==> src/hdl/asg_isqrt.sv <==
// ----------------------------------------------------------------------------
// asg_isqrt
// Pipelined floor square root of a 64-bit value, one result bit per stage.
// ----------------------------------------------------------------------------
module asg_isqrt #(
	parameter int TW = 8
) (
	input  logic          clk,
	input  logic          arst_n,
	input  logic          en,
	input  logic          in_valid,
	input  logic [63:0]   in_val,
	input  logic [TW-1:0] in_tag,
	output logic          out_valid,
	output logic [31:0]   out_root,
	output logic [TW-1:0] out_tag
);

	localparam int L = 32;

	logic [63:0]   rem_s  [0:L];
	logic [63:0]   root_s [0:L];
	logic [TW-1:0] tag_s  [0:L];
	logic          vld_s  [0:L];

	always_comb begin
		rem_s[0]  = in_val;
		root_s[0] = '0;
		tag_s[0]  = in_tag;
		vld_s[0]  = in_valid;
	end

	for (genvar g = 0; g < L; g++) begin : g_stage
		localparam logic [63:0] BIT = 64'd1 << (62 - 2 * g);
		logic [64:0] trial;
		logic        ge;

		always_comb begin
			trial = {1'b0, root_s[g]} + {1'b0, BIT};
			ge    = {1'b0, rem_s[g]} >= trial;
		end

		always_ff @(posedge clk or negedge arst_n) begin
			if (!arst_n) begin
				vld_s[g+1] <= 1'b0;
			end else if (en) begin
				vld_s[g+1] <= vld_s[g];
			end
		end

		always_ff @(posedge clk) begin
			if (en) begin
				tag_s[g+1] <= tag_s[g];
				if (ge) begin
					rem_s[g+1]  <= rem_s[g] - trial[63:0];
					root_s[g+1] <= (root_s[g] >> 1) + BIT;
				end else begin
					rem_s[g+1]  <= rem_s[g];
					root_s[g+1] <= root_s[g] >> 1;
				end
			end
		end
	end

	assign out_valid = vld_s[L];
	assign out_root  = root_s[L][31:0];
	assign out_tag   = tag_s[L];

endmodule

==> config.mk <==
export PLATFORM = sky130hd
export DESIGN_NAME = asg_isqrt
export DESIGN_NICKNAME = d
export VERILOG_FILES = /design/src/hdl/asg_isqrt.sv
export SDC_FILE = /design/constraint.sdc
export NUM_CORES = 2
export LEC_CHECK = 0
export ABC_AREA = 0
export BUFFER_PORTS_ARGS = -buffer_cell sky130_fd_sc_hd__buf_2
export CORE_AREA = 2 2 467 469
export DETAILED_ROUTE_END_ITERATION = 10
export DIE_AREA = 0 0 469 471
export GPL_TIMING_DRIVEN = 0
export PLACE_DENSITY = 0.78
export SETUP_SLACK_MARGIN = 0.3
export SYNTH_ARGS = -nofsm -noshare
export SYNTH_HDL_FRONTEND = slang
export SYNTH_SLANG_ARGS = --single-unit
export TNS_END_PERCENT = 5
==> constraint.sdc <==
create_clock -name clk -period 6.4 [get_ports clk]
set_clock_uncertainty 0.1 [all_clocks]
set_input_delay 0.32 -clock clk [delete_from_list [all_inputs] [get_ports clk]]
set_output_delay 0.32 -clock clk [all_outputs]
set_load 0.03 [all_outputs]
==> impl_metrics.csv <==
group,metric,value,unit
status,status,"complete, no violations",
global_routing,grt_util_all_layers,29.7,%
sta,tightest_slew,1420,ps
sta,timing.hold.ws,69.2,ps
sta,finalSetupViolCount,0,
floorplan,dieArea,221000,sq um
logic_synthesis,ys_ff_latch,2800,
global_routing,grt_overflow,0,
power_and_ir_drop,p_leak,54.4,nW
sta,period_share,86.2,%
global_routing,top_usage_layer,"met2",
floorplan,die_y,471,microns
floorplan,start_util,59.7,%
logic_synthesis,synthesis.nets,10400,
worst_hold_path,hold_end,"rem_s[2001]$_DFFE_PP_",
logic_synthesis,ys_warn_count,0,
job,drv_cap,0,
drt,via_per_inst,6.18,
logic_synthesis,synth_edf_count,2768,
logic_synthesis,ys.flop_type,"edfxtp_1",
sta,slew-limit-headroom,4.99,%
clock_network,insertion_delay,990,ps
power_and_ir_drop,peakVddDrop,300,uV
cells_and_area,finalCoreUtilization,67.1,%
setup_path,path_buf_inv,2,
setup_path,start_kind,"flip-flop",
sta,fmax,181,MHz
placed_design,dpl_cell_area,134000,sq um
placed_design,io_buffers,116,
worst_hold_path,hold_path_depth,2,
logic_synthesis,yosysSeqAreaShare,65.0,%
clock_network,numClockSinks,2800,
clock_network,cts_tree,"built",
drt,routedWlPerCell,24.6,microns
drt,ant_nets,0,
sta,finalMaxSlewViolations,0,
floorplan,row_count,171,
placed_design,dpl.cell_count,12800,
setup_path,cp_cell_sequence,"or4_1 -> nor3_1 -> nand3_1 -> nor4_1 -> o211a_1 -> o21a_1 -> buf_2 -> buf_1 -> o21ai_0",
global_routing,met1_usage,37.8,%
logic_synthesis,avgSynthCellArea,13.2,sq um
setup_path,worstPathArrival,6000,ps
sta,tns,0,ps
cells_and_area,nets,11000,
drt,first_pass_iters,8,
cells_and_area,stdcell_count,13500,
sta,rsz0062_at_grt,"no",
setup_path,end_kind,"flip-flop",
setup_path,max_stage_delay,930,ps
setup_path,critPathKind,"reg2reg",
clock_network,cts_buffers,301,
sta,finalHoldViolations,0,
worst_hold_path,min_from,"in_val[17]",
worst_hold_path,hold_path_class,"in2reg",
floorplan,core,216000,sq um
cells_and_area,fin_area,145000,sq um
setup_path,cp.required,6880,ps
global_routing,met3_usage,4.34,%
clock_network,cts_setup_buffers,0,
floorplan,ios,117,
clock_network,clk_pin_slew,60,ps
drt,vias,83400,
clock_network,clockRootBuffer,"clkbuf_16",
logic_synthesis,postSynth.asyncResetShare,1.14,%
drt,drc,0,
placed_design,finalWeightedCongestion,1.00,
setup_path,r2r-end,"rem_s[265]$_DFFE_PP_",
logic_synthesis,synthCells,9812,
power_and_ir_drop,p_total,52.9,mW
setup_path,path_max_fanout,10,
floorplan,die_w,469,microns
setup_path,cp_slowest_cell,"nor3_1",
cells_and_area,layout-drive-gt1-share,7.22,%
clock_network,cts.path.max_buffers,4,
logic_synthesis,ys_types,102,
global_routing,grt_max_degree,197,
sta,setup_slack,884,ps
drt,initialDrtViolationCount,9146,
logic_synthesis,synth_area,129000,sq um
clock_network,htree_num_levels,5,
setup_path,crit_family,"simple AND/OR/NAND/NOR gates",
setup_path,reg2reg_slack,880,ps
setup_path,reg2reg_from,"rem_s[360]$_DFFE_PP_",
global_routing,antenna_found_initial,14,
setup_path,ff2ff_path_depth,9,
placed_design,dp_slack,1170,ps
sta,finalCriticalPeriod,5520,ps
global_routing,grt_pass1_wl,495,mm
global_routing,use_met2,49.6,%
cells_and_area,fillCellCount,15000,
placed_design,hpwl,237,mm
power_and_ir_drop,power.density,365,nW/um^2
cells_and_area,syn_to_final_growth,12.4,%
drt,wirelength,331,mm
global_routing,grt_pass1_vias,81300,
## metal layers
| metal | share of wire, % | vias to the layer above |
|---|---|---|
| met1 | 39 | 40700 |
| met5 | 0.012 | - |
| met3 | 6.6 | 865 |
| met2 | 49 | 3713 |
| li1 | - | 38100 |
| met4 | 5.5 | 6 |
## cell usage in the layout (no fill, tap or decap), types with 147 or more instances in the layout
cell type	netlist	routed
nand2_1	581	581
dlygate4sd3_1	0	147
edfxtp_1	2768	2768
clkbuf_16	0	310
a21o_1	242	242
nor4_1	340	340
a21oi_1	586	586
nand4_1	168	168
nor2_1	640	640
ha_1	558	558
xor2_1	403	403
xnor2_1	460	460
o21ai_0	362	362
inv_1	685	685
nor3_1	257	257
clkbuf_1	147	192
## power breakdown
part,internal (mW),switching [mW]
Clock,10.4,7.03
Sequential,23.1,1.83
Combinational,4.19,6.33
Total,37.7,15.2
## cell usage after synthesis, types with 27 or more instances
library cell / number / share of area, %
ha_1: 558 / 5.4
edfxtp_1: 2768 / 64
nor3_1: 257 / 1.0
clkbuf_1: 147 / 0.43
and2_1: 29 / 0.14
a31oi_1: 45 / 0.22
nand3_1: 130 / 0.50
nand4b_1: 27 / 0.18
or3_1: 104 / 0.50
nor2b_1: 73 / 0.35
inv_1: 685 / 2.0
nor4b_1: 57 / 0.39
o211ai_1: 34 / 0.20
a21oi_1: 586 / 2.3
nor2_1: 640 / 1.9
or2_2: 34 / 0.16
or4_1: 74 / 0.43
nand2b_1: 112 / 0.54
xor2_1: 403 / 2.7
nand3b_1: 31 / 0.18
nand2_1: 581 / 1.7
o21ai_1: 34 / 0.13
mux2_1: 37 / 0.32
and3_1: 38 / 0.18
dfrtp_1: 32 / 0.62
o21a_1: 111 / 0.65
mux2_2: 102 / 0.89
xnor2_1: 460 / 3.1
o31ai_1: 53 / 0.31
a21o_1: 242 / 1.4
o21ai_0: 362 / 1.4
nor4_1: 340 / 1.6
o21bai_1: 39 / 0.23
a211oi_1: 41 / 0.24
nand4_1: 168 / 0.81
## worst max path at each step
stage	from	endpoint	cells after the start
floorplan	rem_s[539]$_DFFE_PP_	rem_s[511]$_DFFE_PP_	13
global route	rem_s[360]$_DFFE_PP_	rem_s[265]$_DFFE_PP_	9
global placement	en	rem_s[136]$_DFFE_PP_	1
finish	rem_s[360]$_DFFE_PP_	rem_s[265]$_DFFE_PP_	9
detailed placement	rem_s[360]$_DFFE_PP_	rem_s[265]$_DFFE_PP_	9
CTS	rem_s[360]$_DFFE_PP_	rem_s[265]$_DFFE_PP_	9
## flip-flops by register name, indices dropped and copies added, names as in the netlist
register,cells
root_s,496
vld_s,31
out_valid,1
out_root,32
tag_s,248
rem_s,1984
out_tag,8
## area by class of cell
| class | count | area, sq um | share of cell area [%] |
|---|---|---|---|
| flip-flops and latches | 2800 | 83900 | 57.9 |
| multi-input cells | 6121 | 41800 | 28.8 |
| clock buffers | 359 | 7980 | 5.50 |
| well taps | 2854 | 3570 | 2.46 |
| inverters | 688 | 2580 | 1.78 |
| repair buffers | 280 | 2530 | 1.74 |
| clock inverters | 160 | 1800 | 1.24 |
| plain buffers | 203 | 836 | 0.576 |
| diodes | 29 | 72.6 | 0.0500 |
## cell families after synthesis
kind of cell,after synthesis,synth area share (%)
buf+inv,891,2.65
mux,157,1.37
flops,2800,65.0
fa+ha+maj,558,5.41
xor+xnor,863,5.85
simple gates,2783,11.2
compound gates,1760,8.52
## repair_timing
| item | in CTS | in global routing |
|---|---|---|
| resized for setup | 0 | 0 |
| hold buffers | 148 | 0 |
| endpoints found under the hold margin | 231 | 0 |
No activity file was read; power rests on OpenSTA's default activity.
